==> src/rtl/lrupr_pkg.sv <==
`default_nettype none

package lrupr_pkg;

    localparam int CFG_INDEX_W = 8;
    localparam int CFG_DATA_W  = 16;
    localparam int FIU_W       = 5;
    localparam int WATCH_W     = 16;
    localparam int PAGE_IN_W   = 16;
    localparam int FRAME_OUT_W = 4;
    localparam int COUNT_W     = 16;

    localparam logic [CFG_INDEX_W-1:0] CFG_FRAMES_IN_USE = CFG_INDEX_W'(0);
    localparam logic [CFG_INDEX_W-1:0] CFG_WATCHED_PAGE  = CFG_INDEX_W'(1);

    localparam logic [FIU_W-1:0]   FIU_RESET   = FIU_W'(16);
    localparam logic [WATCH_W-1:0] WATCH_RESET = WATCH_W'(156);
    localparam logic [COUNT_W-1:0] COUNT_MAX   = {COUNT_W{1'b1}};

    typedef enum logic [1:0] {
        ST_IDLE,
        ST_SCAN,
        ST_DRAIN,
        ST_COMMIT
    } state_t;

    typedef struct packed {
        logic start;
        logic issue;
        logic commit;
    } table_ctrl_t;

endpackage

`default_nettype wire

==> src/rtl/lrupr_table.sv <==
`default_nettype none

module lrupr_table #(
    parameter int FRAMES    = 16,
    parameter int PAGE_BITS = 16,
    parameter int IDX_W     = 4
) (
    input  wire                      clk,
    input  wire                      rst_n,
    input  wire lrupr_pkg::table_ctrl_t ctrl,
    input  wire  [IDX_W-1:0]         rd_addr,
    input  wire  [PAGE_BITS-1:0]     page,
    output logic                     res_hit,
    output logic [IDX_W-1:0]         res_frame
);

    logic [PAGE_BITS-1:0] page_mem [FRAMES];
    logic [PAGE_BITS-1:0] rd_data_reg;

    logic                 chk_valid_reg;
    logic [IDX_W-1:0]     chk_idx_reg;

    logic [FRAMES-1:0]    valid_reg;
    logic [IDX_W-1:0]     rank_reg [FRAMES];

    logic                 hit_found_reg;
    logic [IDX_W-1:0]     hit_idx_reg;
    logic [IDX_W-1:0]     hit_rank_reg;
    logic                 empty_found_reg;
    logic [IDX_W-1:0]     empty_idx_reg;
    logic [IDX_W-1:0]     oldest_rank_reg;
    logic [IDX_W-1:0]     oldest_idx_reg;

    logic                 chk_entry_valid;
    logic [IDX_W-1:0]     chk_rank;
    logic                 chk_match;
    logic                 age_all;
    logic [IDX_W-1:0]     old_rank;
    logic [IDX_W-1:0]     frame_sel;

    // Page store: one write and one registered read per cycle
    always_ff @(posedge clk)
    begin
        if (ctrl.commit && !hit_found_reg)
        begin
            page_mem[frame_sel] <= page;
        end
        rd_data_reg <= page_mem[rd_addr];
    end

    always_ff @(posedge clk or negedge rst_n)
    begin
        if (!rst_n)
        begin
            chk_valid_reg <= 1'b0;
            chk_idx_reg   <= '0;
        end
        else
        begin
            chk_valid_reg <= ctrl.issue;
            chk_idx_reg   <= rd_addr;
        end
    end

    assign chk_entry_valid = valid_reg[chk_idx_reg];
    assign chk_rank        = rank_reg[chk_idx_reg];
    assign chk_match       = chk_entry_valid && (rd_data_reg == page);

    always_ff @(posedge clk or negedge rst_n)
    begin
        if (!rst_n)
        begin
            hit_found_reg   <= 1'b0;
            hit_idx_reg     <= '0;
            hit_rank_reg    <= '0;
            empty_found_reg <= 1'b0;
            empty_idx_reg   <= '0;
            oldest_rank_reg <= '0;
            oldest_idx_reg  <= '0;
        end
        else if (ctrl.start)
        begin
            hit_found_reg   <= 1'b0;
            hit_idx_reg     <= '0;
            hit_rank_reg    <= '0;
            empty_found_reg <= 1'b0;
            empty_idx_reg   <= '0;
            oldest_rank_reg <= '0;
            oldest_idx_reg  <= '0;
        end
        else if (chk_valid_reg)
        begin
            if (chk_match && !hit_found_reg)
            begin
                hit_found_reg <= 1'b1;
                hit_idx_reg   <= chk_idx_reg;
                hit_rank_reg  <= chk_rank;
            end
            if (!chk_entry_valid && !empty_found_reg)
            begin
                empty_found_reg <= 1'b1;
                empty_idx_reg   <= chk_idx_reg;
            end
            if (chk_rank > oldest_rank_reg)
            begin
                oldest_rank_reg <= chk_rank;
                oldest_idx_reg  <= chk_idx_reg;
            end
        end
    end

    always_comb
    begin
        age_all = 1'b0;
        if (hit_found_reg)
        begin
            frame_sel = hit_idx_reg;
            old_rank  = hit_rank_reg;
        end
        else if (empty_found_reg)
        begin
            frame_sel = empty_idx_reg;
            old_rank  = '0;
            age_all   = 1'b1;
        end
        else
        begin
            frame_sel = oldest_idx_reg;
            old_rank  = oldest_rank_reg;
        end
    end

    // Age valid frames younger than the touched one (all if empty), make it newest
    always_ff @(posedge clk or negedge rst_n)
    begin
        if (!rst_n)
        begin
            valid_reg <= '0;
            for (int i = 0; i < FRAMES; i++)
            begin
                rank_reg[i] <= '0;
            end
        end
        else if (ctrl.commit)
        begin
            valid_reg[frame_sel] <= 1'b1;
            for (int i = 0; i < FRAMES; i++)
            begin
                if (IDX_W'(i) == frame_sel)
                begin
                    rank_reg[i] <= '0;
                end
                else if (valid_reg[i] && (age_all || (rank_reg[i] < old_rank)))
                begin
                    rank_reg[i] <= rank_reg[i] + 1'b1;
                end
            end
        end
    end

    assign res_hit   = hit_found_reg;
    assign res_frame = frame_sel;

endmodule

`default_nettype wire

==> src/rtl/lru_page_replacement.sv <==
// LRU page replacement table.
// Input channel (in_valid/in_ready, page_number): one page reference per
// transaction. Output channel (out_valid/out_ready): one result per
// reference with hit/fault, the frame now holding the page and four
// saturating 16-bit counts (all hits, all faults, hits and faults of the
// watched page).
// Configuration channel (cfg_valid/cfg_ready, cfg_index, cfg_data):
// index 0 frames_in_use, index 1 watched_page; other indices are dropped.
// Write it only while no reference is in flight.
// Flow: a reference is accepted in idle and scanned through the page store,
// one frame per cycle through its single read port; a drain state then
// covers the registered read, and a commit state, which waits for a free
// output register, writes the result. The next reference is accepted only
// once the commit is done and the block is back in idle.
// Reset empties all frames, clears the counts and sets frames_in_use to 16
// and watched_page to 156.
// A stalled receiver holds the result in the output register; the next
// reference is still accepted and scanned, and its commit waits until the
// held result is taken.
`default_nettype none

module lru_page_replacement #(
    parameter int FRAMES    = 16,
    parameter int PAGE_BITS = 16
) (
    input  wire                                clk,
    input  wire                                rst_n,

    input  wire                                cfg_valid,
    output logic                               cfg_ready,
    input  wire  [lrupr_pkg::CFG_INDEX_W-1:0]  cfg_index,
    input  wire  [lrupr_pkg::CFG_DATA_W-1:0]   cfg_data,

    input  wire                                in_valid,
    output logic                               in_ready,
    input  wire  [lrupr_pkg::PAGE_IN_W-1:0]    page_number,

    output logic                               out_valid,
    input  wire                                out_ready,
    output logic                               was_hit,
    output logic [lrupr_pkg::FRAME_OUT_W-1:0]  frame_index,
    output logic [lrupr_pkg::COUNT_W-1:0]      total_hits,
    output logic [lrupr_pkg::COUNT_W-1:0]      total_faults,
    output logic [lrupr_pkg::COUNT_W-1:0]      watched_hits,
    output logic [lrupr_pkg::COUNT_W-1:0]      watched_faults
);

    localparam int IDX_W   = (FRAMES > 1) ? $clog2(FRAMES) : 1;
    localparam int CNT_W   = $clog2(FRAMES + 1);
    localparam int ACT_W   = (CNT_W > lrupr_pkg::FIU_W) ? CNT_W : lrupr_pkg::FIU_W;
    localparam int EXT_W   = (PAGE_BITS > lrupr_pkg::PAGE_IN_W) ? PAGE_BITS
                                                                 : lrupr_pkg::PAGE_IN_W;
    localparam int FEXT_W  = (IDX_W > lrupr_pkg::FRAME_OUT_W) ? IDX_W
                                                               : lrupr_pkg::FRAME_OUT_W;

    localparam int CW = lrupr_pkg::COUNT_W;

    function automatic logic [CW-1:0] sat_inc(input logic [CW-1:0] v);
        return (v == lrupr_pkg::COUNT_MAX) ? v : v + 1'b1;
    endfunction

    lrupr_pkg::state_t      state_reg;
    lrupr_pkg::state_t      state_next;
    lrupr_pkg::table_ctrl_t ctrl;

    logic [lrupr_pkg::FIU_W-1:0]   fiu_reg;
    logic [lrupr_pkg::WATCH_W-1:0] watch_reg;

    logic [PAGE_BITS-1:0] page_reg;
    logic [IDX_W-1:0]     rd_idx_reg;

    logic [CW-1:0] hit_cnt_reg;
    logic [CW-1:0] fault_cnt_reg;
    logic [CW-1:0] whit_cnt_reg;
    logic [CW-1:0] wfault_cnt_reg;
    logic [CW-1:0] hit_cnt_next;
    logic [CW-1:0] fault_cnt_next;
    logic [CW-1:0] whit_cnt_next;
    logic [CW-1:0] wfault_cnt_next;

    logic                  out_valid_reg;
    logic                  was_hit_reg;
    logic [FEXT_W-1:0]     frame_ext_reg;
    logic [CW-1:0]         total_hits_reg;
    logic [CW-1:0]         total_faults_reg;
    logic [CW-1:0]         watched_hits_reg;
    logic [CW-1:0]         watched_faults_reg;

    logic [ACT_W-1:0]     fiu_ext;
    logic [ACT_W-1:0]     active_wide;
    logic [CNT_W-1:0]     active;
    logic                 scan_last;
    logic [EXT_W-1:0]     page_ext;
    logic [EXT_W-1:0]     watch_ext;
    logic [PAGE_BITS-1:0] page_in;
    logic [PAGE_BITS-1:0] watch_page;
    logic                 is_watched;
    logic                 out_free;
    logic                 res_hit;
    logic [IDX_W-1:0]     res_frame;

    assign cfg_ready = 1'b1;

    always_ff @(posedge clk or negedge rst_n)
    begin
        if (!rst_n)
        begin
            fiu_reg   <= lrupr_pkg::FIU_RESET;
            watch_reg <= lrupr_pkg::WATCH_RESET;
        end
        else if (cfg_valid)
        begin
            unique case (cfg_index)
                lrupr_pkg::CFG_FRAMES_IN_USE:
                begin
                    fiu_reg <= cfg_data[lrupr_pkg::FIU_W-1:0];
                end
                lrupr_pkg::CFG_WATCHED_PAGE:
                begin
                    watch_reg <= cfg_data[lrupr_pkg::WATCH_W-1:0];
                end
                default:
                begin
                end
            endcase
        end
    end

    // Clamp the active frame count to 1 .. FRAMES
    always_comb
    begin
        fiu_ext = ACT_W'(fiu_reg);
        if (fiu_ext == '0)
        begin
            active_wide = ACT_W'(1);
        end
        else if (fiu_ext > ACT_W'(FRAMES))
        begin
            active_wide = ACT_W'(FRAMES);
        end
        else
        begin
            active_wide = fiu_ext;
        end
    end

    assign active    = active_wide[CNT_W-1:0];
    assign scan_last = (CNT_W'(rd_idx_reg) == (active - 1'b1));

    assign page_ext   = EXT_W'(page_number);
    assign watch_ext  = EXT_W'(watch_reg);
    assign page_in    = page_ext[PAGE_BITS-1:0];
    assign watch_page = watch_ext[PAGE_BITS-1:0];
    assign is_watched = (page_reg == watch_page);

    assign out_free = !out_valid_reg || out_ready;

    always_comb
    begin
        state_next = state_reg;
        unique case (state_reg)
            lrupr_pkg::ST_IDLE:
            begin
                if (in_valid)
                begin
                    state_next = lrupr_pkg::ST_SCAN;
                end
            end
            lrupr_pkg::ST_SCAN:
            begin
                if (scan_last)
                begin
                    state_next = lrupr_pkg::ST_DRAIN;
                end
            end
            lrupr_pkg::ST_DRAIN:
            begin
                state_next = lrupr_pkg::ST_COMMIT;
            end
            lrupr_pkg::ST_COMMIT:
            begin
                if (out_free)
                begin
                    state_next = lrupr_pkg::ST_IDLE;
                end
            end
            default:
            begin
                state_next = lrupr_pkg::ST_IDLE;
            end
        endcase
    end

    always_comb
    begin
        in_ready    = 1'b0;
        ctrl.start  = 1'b0;
        ctrl.issue  = 1'b0;
        ctrl.commit = 1'b0;
        unique case (state_reg)
            lrupr_pkg::ST_IDLE:
            begin
                in_ready   = 1'b1;
                ctrl.start = in_valid;
            end
            lrupr_pkg::ST_SCAN:
            begin
                ctrl.issue = 1'b1;
            end
            lrupr_pkg::ST_DRAIN:
            begin
            end
            lrupr_pkg::ST_COMMIT:
            begin
                ctrl.commit = out_free;
            end
            default:
            begin
            end
        endcase
    end

    always_ff @(posedge clk or negedge rst_n)
    begin
        if (!rst_n)
        begin
            state_reg  <= lrupr_pkg::ST_IDLE;
            rd_idx_reg <= '0;
        end
        else
        begin
            state_reg <= state_next;
            if (ctrl.start)
            begin
                rd_idx_reg <= '0;
            end
            else if (ctrl.issue && !scan_last)
            begin
                rd_idx_reg <= rd_idx_reg + 1'b1;
            end
        end
    end

    always_ff @(posedge clk)
    begin
        if (ctrl.start)
        begin
            page_reg <= page_in;
        end
    end

    lrupr_table #(
        .FRAMES    (FRAMES),
        .PAGE_BITS (PAGE_BITS),
        .IDX_W     (IDX_W)
    ) u_table (
        .clk       (clk),
        .rst_n     (rst_n),
        .ctrl      (ctrl),
        .rd_addr   (rd_idx_reg),
        .page      (page_reg),
        .res_hit   (res_hit),
        .res_frame (res_frame)
    );

    always_comb
    begin
        hit_cnt_next    = hit_cnt_reg;
        fault_cnt_next  = fault_cnt_reg;
        whit_cnt_next   = whit_cnt_reg;
        wfault_cnt_next = wfault_cnt_reg;
        if (res_hit)
        begin
            hit_cnt_next = sat_inc(hit_cnt_reg);
            if (is_watched)
            begin
                whit_cnt_next = sat_inc(whit_cnt_reg);
            end
        end
        else
        begin
            fault_cnt_next = sat_inc(fault_cnt_reg);
            if (is_watched)
            begin
                wfault_cnt_next = sat_inc(wfault_cnt_reg);
            end
        end
    end

    always_ff @(posedge clk or negedge rst_n)
    begin
        if (!rst_n)
        begin
            hit_cnt_reg    <= '0;
            fault_cnt_reg  <= '0;
            whit_cnt_reg   <= '0;
            wfault_cnt_reg <= '0;
            out_valid_reg  <= 1'b0;
        end
        else
        begin
            if (ctrl.commit)
            begin
                hit_cnt_reg    <= hit_cnt_next;
                fault_cnt_reg  <= fault_cnt_next;
                whit_cnt_reg   <= whit_cnt_next;
                wfault_cnt_reg <= wfault_cnt_next;
                out_valid_reg  <= 1'b1;
            end
            else if (out_ready)
            begin
                out_valid_reg <= 1'b0;
            end
        end
    end

    always_ff @(posedge clk)
    begin
        if (ctrl.commit)
        begin
            was_hit_reg        <= res_hit;
            frame_ext_reg      <= FEXT_W'(res_frame);
            total_hits_reg     <= hit_cnt_next;
            total_faults_reg   <= fault_cnt_next;
            watched_hits_reg   <= whit_cnt_next;
            watched_faults_reg <= wfault_cnt_next;
        end
    end

    assign out_valid      = out_valid_reg;
    assign was_hit        = was_hit_reg;
    assign frame_index    = frame_ext_reg[lrupr_pkg::FRAME_OUT_W-1:0];
    assign total_hits     = total_hits_reg;
    assign total_faults   = total_faults_reg;
    assign watched_hits   = watched_hits_reg;
    assign watched_faults = watched_faults_reg;

endmodule

`default_nettype wire
==> config.mk <==
export PLATFORM = sky130hd
export DESIGN_NAME = lru_page_replacement
export DESIGN_NICKNAME = d
export VERILOG_FILES = /design/src/rtl/lrupr_pkg.sv /design/src/rtl/lrupr_table.sv /design/src/rtl/lru_page_replacement.sv
export SDC_FILE = /design/constraint.sdc
export NUM_CORES = 1
export LEC_CHECK = 0
export ABC_AREA = 1
export BUFFER_PORTS_ARGS = -buffer_cell sky130_fd_sc_hd__buf_2
export CORE_MARGIN = 2
export CORE_UTILIZATION = 35
export CTS_BUF_LIST = sky130_fd_sc_hd__clkbuf_8
export CTS_CLUSTER_DIAMETER = 100
export CTS_CLUSTER_SIZE = 8
export DETAILED_ROUTE_END_ITERATION = 8
export HOLD_SLACK_MARGIN = 0.06
export PLACE_DENSITY = 0.48
export SETUP_SLACK_MARGIN = 0.05
export SYNTH_ARGS = -nofsm -noshare
export SYNTH_HDL_FRONTEND = slang
export SYNTH_SLANG_ARGS = --single-unit
==> constraint.sdc <==
create_clock -name clk -period 11.2 [get_ports clk]
set_input_delay 1.12 -clock clk [delete_from_list [all_inputs] [get_ports clk]]
set_output_delay 1.12 -clock clk [all_outputs]
set_load 0.01 [all_outputs]
==> metrics, run 1 <==
Data required, critical path=11.75 ns; post-CTS setup-driven buffer insertion count=0; first-pass iteration count of the detailed router=6; number of antenna violations at the first check in global routing=2; height of the chip=282 um; Multi-input gate area=10200 sq um; first-pass GRT wire length=119000 um; number of pins with negative max-slew slack in the final report=0; final hold vios=0; buffer depth of the longest clock path=3; number of cells traversed by the worst register-to-register path=17; CP endpoint kind=register; number of synthesized flops with an enable pin=341; net switching power=0.00287 W; Highest Clock Rate=235 MHz; sequential cell area fraction in the yosys report=0.573; final weighted congestion in routability-driven placement=0.879; maxcap violations=0; Post-Syn Area=27100 sq um; status=complete, no violations; Period Utilization, post-route=0.380; later-pin clock latency in the skew report=0.72 ns; r2r startpoint=u_table.chk_idx_reg[0]; initial core utilization=0.352; tightest slew margin relative to the limit=0.217; synthesized instance count=2979; leakage component of the power=13.1 nW; average footprint of a synthesized cell=9.10 sq um; highest ir drop seen on vdd=0.0000870 V; number of synthesis warnings=0; number of rows in the core area=102; overall routed net length=75800 um; number of nets in the layout=3218; Clock H-tree levels=3; share of synthesized registers carrying an async set or reset=0.358; setup repair after global routing missed its margin=no; Arr. time, crit path=4.81 ns; mean routed wirelength per cell=18.1 um; die boundary width=282 um; part of the power in registers=0.417; clock slew seen by the registers of the worst setup and hold paths=0.07 ns; Inserted Clock Buffers=79; growth of design area from synthesis to finish=11.4%; Total Routing Usage GR=0.191; Core Util, Final=0.392; library cells used by synthesis=46; startpoint kind of the worst setup timing path=register; CTS hold repair buffers=0; post-detailed-route count of antenna-violating nets=0; pin slew with the least headroom to its limit=1.17 ns; number of flip-flops under the largest register name=256; part of the power in the clock network=0.217; largest fanout of any net on the critical path=56; detail-routed via count per cell=5.03; number of cells after detailed placement=4054; #FFs+latches synth=556; core box area=77100 sq um; leading register cell type out of synthesis=sky130_fd_sc_hd__edfxtp_1; setup slack of the critical path after layout=6.94 ns; gr ovfl total=0; CTS tree=yes; cell internal pwr=0.00402 W; DRC marker count from the first detailed-route iteration=1732; top-level I/O count=117; pin count of the biggest net entering global routing=114; number of fill cells in the layout=7767; pwr dens=228 nW/um^2; clock skew=0.0517 ns; crit path from=u_table.chk_idx_reg[0]; number of nets produced by synthesis=3102; Sink Count=556; DRC Markers=0; fraction of power spent switching nets=0.417; total chip power=0.00689 W; Clk Tree Root Cell=sky130_fd_sc_hd__clkbuf_8; vias in the first global route=20200; routed via count=21000; class of the worst hold path=input port to asynchronous set/reset pin; share of final-layout standard cells stronger than drive strength 1=0.106; post-CTS resize count=0; final setup vio count=0; overall die area=79700 sq um; setup TNS=0 ns; crit path time final=4.26 ns; share of total power in combinational logic=0.367; worst slack, placed=6.83 ns; post-detail-place hpwl=50400 um; Port Buffer Count=115; FF+latch area=15600 sq um; Setup CP Type=register to register; number of standard cells in the layout, taps in and fillers out=4187
## synthesized netlist by cell type (21+ instances only)
master / count / share of area
sky130_fd_sc_hd__inv_1: 233 / 0.032
sky130_fd_sc_hd__o22ai_1: 24 / 0.0055
sky130_fd_sc_hd__o21ai_0: 195 / 0.036
sky130_fd_sc_hd__nand2_1: 888 / 0.12
sky130_fd_sc_hd__a21oi_1: 106 / 0.020
sky130_fd_sc_hd__xor2_1: 43 / 0.014
sky130_fd_sc_hd__buf_2: 22 / 0.0041
sky130_fd_sc_hd__ha_1: 78 / 0.036
sky130_fd_sc_hd__nand4_1: 36 / 0.0083
sky130_fd_sc_hd__nand2_2: 24 / 0.0055
sky130_fd_sc_hd__nor2_1: 247 / 0.034
sky130_fd_sc_hd__o211ai_1: 21 / 0.0058
sky130_fd_sc_hd__nand3_1: 257 / 0.047
sky130_fd_sc_hd__clkbuf_1: 81 / 0.011
sky130_fd_sc_hd__edfxtp_1: 341 / 0.38
sky130_fd_sc_hd__dfrtp_1: 194 / 0.18
## path summary, 6_finish.rpt
| path | end | slack, ns |
|---|---|---|
| max | u_table.oldest_rank_reg[3] | 6.94 |
| min | watch_ext[0] | 0.36 |
| min reg2reg | u_table.valid_reg[1] | 0.48 |
| max in group asynchronous | u_table.rank_reg[51] | 9.38 |
| min in group clk | u_table.valid_reg[1] | 0.48 |
| max reg2reg | u_table.oldest_rank_reg[3] | 6.94 |
## critical path, cell delays in order (launching register included)
cell and delay [ns]:
sky130_fd_sc_hd__dfrtp_1 0.32, sky130_fd_sc_hd__buf_4 0.43, sky130_fd_sc_hd__clkinv_1 0.73, sky130_fd_sc_hd__nor2_1 0.26, sky130_fd_sc_hd__nor2_1 0.05, sky130_fd_sc_hd__o21ai_0 0.11, sky130_fd_sc_hd__o211ai_1 0.11, sky130_fd_sc_hd__nand3_1 0.19
sky130_fd_sc_hd__nand2_1 0.08, sky130_fd_sc_hd__ha_1 0.30, sky130_fd_sc_hd__inv_1 0.06, sky130_fd_sc_hd__nor2_1 0.03, sky130_fd_sc_hd__o21a_1 0.16, sky130_fd_sc_hd__o21a_1 0.16, sky130_fd_sc_hd__o21ai_0 0.49, sky130_fd_sc_hd__nand2_1 0.38
sky130_fd_sc_hd__nand2_1 0.16, sky130_fd_sc_hd__o21ai_0 0.10
## power by group through the flow
stage	Combinational [W]	Clock, W	Sequential, W
6_report	0.00253	0.00149	0.00287
5_1_grt	0.00286	0.00164	0.00291
4_1_cts	0.00253	0.00155	0.00287
3_5_place_dp	0.00252	0	0.00291
3_3_place_gp	0.00248	0	0.00290
2_1_floorplan	0.00169	0	0.00284
## metal layers
metal  track usage  vias up  part of all wire
li1              -    10200                 -
met5             0        -           0.00017
met4        0.0463        2             0.017
met3        0.0373      100             0.061
met2         0.291      575              0.44
met1         0.280    10200              0.48
## cell usage in the layout (no fill, tap or decap), types with 15 or more instances in the layout
cell type / instances
sky130_fd_sc_hd__a21oi_1: 106
sky130_fd_sc_hd__a221oi_1: 19
sky130_fd_sc_hd__buf_2: 114
sky130_fd_sc_hd__buf_4: 36
sky130_fd_sc_hd__clkbuf_8: 79
sky130_fd_sc_hd__dfrtp_1: 192
sky130_fd_sc_hd__dfxtp_1: 16
sky130_fd_sc_hd__edfxtp_1: 341
sky130_fd_sc_hd__ha_1: 78
sky130_fd_sc_hd__inv_1: 275
sky130_fd_sc_hd__nand2_1: 887
sky130_fd_sc_hd__nand2_2: 25
sky130_fd_sc_hd__nand3_1: 257
sky130_fd_sc_hd__nand4_1: 36
sky130_fd_sc_hd__nor2_1: 230
sky130_fd_sc_hd__nor2_2: 28
sky130_fd_sc_hd__nor3_1: 17
sky130_fd_sc_hd__o211ai_1: 21
sky130_fd_sc_hd__o21ai_0: 195
sky130_fd_sc_hd__o22ai_1: 24
sky130_fd_sc_hd__xnor2_1: 15
sky130_fd_sc_hd__xor2_1: 43
## layout make-up
type,instances,area share
sequential,556,0.515
clock buffer,79,0.0360
clock inverter,52,0.00911
tap,1040,0.0431
inverter,246,0.0308
timing repair buffer,151,0.0283
antenna,2,0.000166
multi-input combinational,2061,0.338
## cell families after synthesis
group,Yosys count,synth area share
AO/OA/AOI/OAI,406,0.0856
flip-flops,556,0.573
other,1,0.000138
adder cells (fa/ha/maj),78,0.0360
AND/OR/NAND/NOR,1518,0.234
XOR/XNOR,58,0.0187
buffers and inverters,362,0.0521
## per-stage QoR
step / cell area (sq um) / hold slack (ns)
global route: 30200 / 0.362
global placement: 28800 / 0.468
finish: 30200 / 0.355
CTS: 30200 / 0.333
floorplan: 27100 / 0.352
detailed placement: 28800 / 0.465
Note: power is estimated with default switching activity, not from simulation.
==> inputs of run 2 (changes only) <==
--- a/config.mk
+++ b/config.mk
@@ -5,7 +5,7 @@
 export SDC_FILE = /design/constraint.sdc
 export NUM_CORES = 1
 export LEC_CHECK = 0
-export ABC_AREA = 1
+export ABC_AREA = 0
 export BUFFER_PORTS_ARGS = -buffer_cell sky130_fd_sc_hd__buf_2
 export CORE_MARGIN = 2
 export CORE_UTILIZATION = 35
==> constraint.sdc (replaced) <==
create_clock -name clk -period 4.4 [get_ports clk]
set_input_delay 0.44 -clock clk [delete_from_list [all_inputs] [get_ports clk]]
set_output_delay 0.44 -clock clk [all_outputs]
set_load 0.01 [all_outputs]
==> metrics, run 2 <==
status=complete, no violations; top library cells by usage in the layout, fill and taps aside=sky130_fd_sc_hd__edfxtp_1 (341), sky130_fd_sc_hd__dfrtp_1 (191), sky130_fd_sc_hd__nor2_1 (142); largest fanout of any net on the critical path=23 (-59%); crit path from=u_table.chk_idx_reg[0]; growth of design area from synthesis to finish=14.0%; met1 track demand over resource in global routing=0.251 (-0.0289); FF+latch area=15600 sq um (about the same); delay of the slowest cell on the worst path=0.57 ns (-0.16 ns); die boundary width=274 um (-2.9%); CP endpoint kind=register; crit-path cells=buf_4 -> mux4_2 -> a22oi_1 -> nand2_1 -> ha_1 -> nor2b_1 -> o21a_1 -> o21ai_0 -> a21oi_2 -> mux2i_1 -> nor2_1; highest ir drop seen on vdd=0.000245 V (+180%); #FFs+latches synth=556 (unchanged); top-level I/O count=117 (unchanged); sequential cell area fraction in the yosys report=0.609 (+0.0355); global-route met3 utilization=0.0278 (-0.00957); number of synthesis warnings=0 (unchanged); Setup CP Type=register to register; gr ovfl total=0 (unchanged); DRC marker count from the first detailed-route iteration=1112 (-36%); number of pins with negative max-slew slack in the final report=0 (unchanged); Sink Count=556 (unchanged); Worst setup endpoint=u_table.oldest_rank_reg[2]; crit path time final=3.41 ns (-0.854 ns); pin slew with the least headroom to its limit=1.09 ns (-0.0838 ns); first-pass GRT wire length=101000 um (-15%); number of cells traversed by the worst register-to-register path=11 (-6); buffer depth of the longest clock path=3 (unchanged); GR Layer Usage met2=0.281 (-0.00929); most area-hungry cell type in the Yosys netlist=sky130_fd_sc_hd__edfxtp_1; final setup vio count=0 (unchanged); clock slew seen by the registers of the worst setup and hold paths=0.07 ns (about the same); fraction of power spent switching nets=0.343 (-0.0741); Synth top cells by count=sky130_fd_sc_hd__edfxtp_1 (341), sky130_fd_sc_hd__dfrtp_1 (194), sky130_fd_sc_hd__nor2_1 (154); overall routed net length=66200 um (-13%); clock skew=0.0376 ns (-0.0141 ns); Arr. time, crit path=3.89 ns (-0.92 ns); overall die area=75100 sq um (-5.8%); number of flip-flops under the largest register name=256 (unchanged); setup TNS=0 ns (unchanged); first-pass iteration count of the detailed router=5 (-1); routed via count=16100 (-24%); Data required, critical path=4.88 ns (-6.87 ns); Total Routing Usage GR=0.178 (-0.0134); library cells used by synthesis=72 (+57%); post-CTS setup-driven buffer insertion count=0 (unchanged); share of synthesized registers carrying an async set or reset=0.358 (unchanged); slack of the worst reg-to-reg path=0.99 ns (-5.95 ns); post-detail-place hpwl=41600 um (-18%); Crit Reg-Reg Endpoint=u_table.oldest_rank_reg[2]; number of cells after detailed placement=2952 (-27%); setup slack of the critical path after layout=0.994 ns (-5.95 ns); number of nets produced by synthesis=2029 (-35%); part of the power in registers=0.479 (+0.062); Post-Place Cell Area=27400 sq um (-5.1%); Post-Syn Area=25500 sq um (-5.8%); cell with the most instances after synthesis=sky130_fd_sc_hd__edfxtp_1; number of standard cells in the layout, taps in and fillers out=3124 (-25%); worst slack, placed=1.03 ns (-5.80 ns); cell type of the slowest stage on the worst timing path=sky130_fd_sc_hd__mux4_2; cell internal pwr=0.00999 W (+150%); startpoint kind of the worst setup timing path=register; final hold vios=0 (unchanged); most common cell after layout, fill and taps aside=sky130_fd_sc_hd__edfxtp_1; Multi-input gate area=9580 sq um (-6.1%); number of antenna violations at the first check in global routing=2 (unchanged); vias in the first global route=16500 (-18%); DRC Markers=0 (unchanged); initial core utilization=0.352 (about the same); share of the synthesized area in the top cell type=0.401 (+0.0234); CTS tree=yes; pwr dens=522 nW/um^2 (+130%); core box area=72600 sq um (-5.8%); fin area=29100 sq um (-3.7%); mean routed wirelength per cell=21.2 um (+17%); leakage component of the power=11.3 nW (-14%); later-pin clock latency in the skew report=0.67 ns (-0.05 ns); setup repair after global routing missed its margin=no; share of final-layout standard cells stronger than drive strength 1=0.197 (+0.0915); Highest Clock Rate=294 MHz (+25%); post-detailed-route count of antenna-violating nets=0 (unchanged); synthesized instance count=1906 (-36%); Port Buffer Count=115 (unchanged); final weighted congestion in routability-driven placement=0.848 (-3.5%); share of total power in combinational logic=0.274 (-0.093); most crowded layer after global routing=met2; tightest slew margin relative to the limit=0.273 (+0.0559); net switching power=0.00521 W (+81%); class of the worst hold path=input port to register; leading post-synthesis cells by cell area=sky130_fd_sc_hd__edfxtp_1 (40%), sky130_fd_sc_hd__dfrtp_1 (19%), sky130_fd_sc_hd__mux4_2 (4.6%); Inserted Clock Buffers=79 (unchanged); Period Utilization, post-route=0.774 (+0.394); maxcap violations=0 (unchanged); detail-routed via count per cell=5.15 (+2.5%); number of synthesized flops with an enable pin=341 (unchanged); number of nets in the layout=2231 (-31%); average footprint of a synthesized cell=13.4 sq um (+47%); Clk Tree Root Cell=sky130_fd_sc_hd__clkbuf_8; leading register cell type out of synthesis=sky130_fd_sc_hd__edfxtp_1; height of the chip=274 um (-2.9%); number of fill cells in the layout=6863 (-12%); number of rows in the core area=99 (-2.9%); r2r startpoint=u_table.chk_idx_reg[0]; Clock H-tree levels=3 (unchanged); part of the power in the clock network=0.247 (+0.030); pin count of the biggest net entering global routing=108 (-5.3%)
-- run 2: worst max-delay path, delay by kind of cell, from the launching register on --
family / cells / cell delay (ns)
buf+inv: 1 / 0.41
mux: 2 / 0.83
simple gates: 3 / 0.33
compound gates: 4 / 1.01
flops: 1 / 0.33
fa+ha+maj: 1 / 0.31
-- run 2: cell type report --
cell class                      count  share of cell area
Tap cell                          959              0.0412
Clock inverter                     55             0.00907
Clock buffer                       81              0.0383
Antenna cell                        2            0.000172
Inverter                           23             0.00305
Timing Repair Buffer              195              0.0445
Multi-Input combinational cell   1253               0.329
Sequential cell                   556               0.535
-- run 2: logic make-up after synthesis --
kind of cell               Yosys count  synth area share
and+or+nand+nor                    570             0.109
DFF                                556             0.609
AOI/OAI and AO/OA                  235            0.0604
muxes                              199             0.107
xor gates and xnor gates           170            0.0583
buffers and inverters               97            0.0182
adders and majority gates           78            0.0382
other                                1          0.000147
-- run 2: how the worst min path moves through the flow --
stage	startpoint	end	cells after the start	slack [ns]
2_1_floorplan	rst_n	fault_cnt_reg[0]	0	0.14
3_3_place_gp	u_table.valid_reg[11]	u_table.valid_reg[11]	1	0.49
5_1_grt	out_ready	out_valid	3	0.19
3_5_place_dp	u_table.valid_reg[11]	u_table.valid_reg[11]	1	0.50
6_report	out_ready	out_valid	3	0.20
4_1_cts	out_ready	out_valid	3	0.13
-- run 2: repair_timing --
action                    4_1_cts  5_1_grt
hold buffers                   34        0
resized for setup               0        0
hold endpoints to repair      142        0
-- run 2: power groups by stage --
stage / Sequential, W / Combinational [W] / Clock [W]
after floorplan: 0.00715 / 0.00290 / 0
after global placement: 0.00738 / 0.00411 / 0
after detailed placement: 0.00739 / 0.00418 / 0
after CTS: 0.00729 / 0.00423 / 0.00393
after global routing: 0.00740 / 0.00460 / 0.00412
final: 0.00729 / 0.00417 / 0.00375
-- run 2: through the flow --
step	utilization	power (W)	hold slack (ns)
floorplan	-	0.0100	0.144
detailed placement	0.377	0.0116	0.496
global placement	0.377	0.0115	0.494
global route	0.401	0.0161	0.186
CTS	0.401	0.0154	0.130
finish	0.401	0.0152	0.199
-- run 2: routing by layer --
| layer | share of wire | vias up | wire length, um |
|---|---|---|---|
| li1 | - | 7501 | - |
| met1 | 0.47 | 8153 | 30800 |
| met2 | 0.47 | 357 | 31200 |
| met3 | 0.043 | 85 | 2840 |
| met4 | 0.021 | 0 | 1390 |
| met5 | 0 | - | 0 |
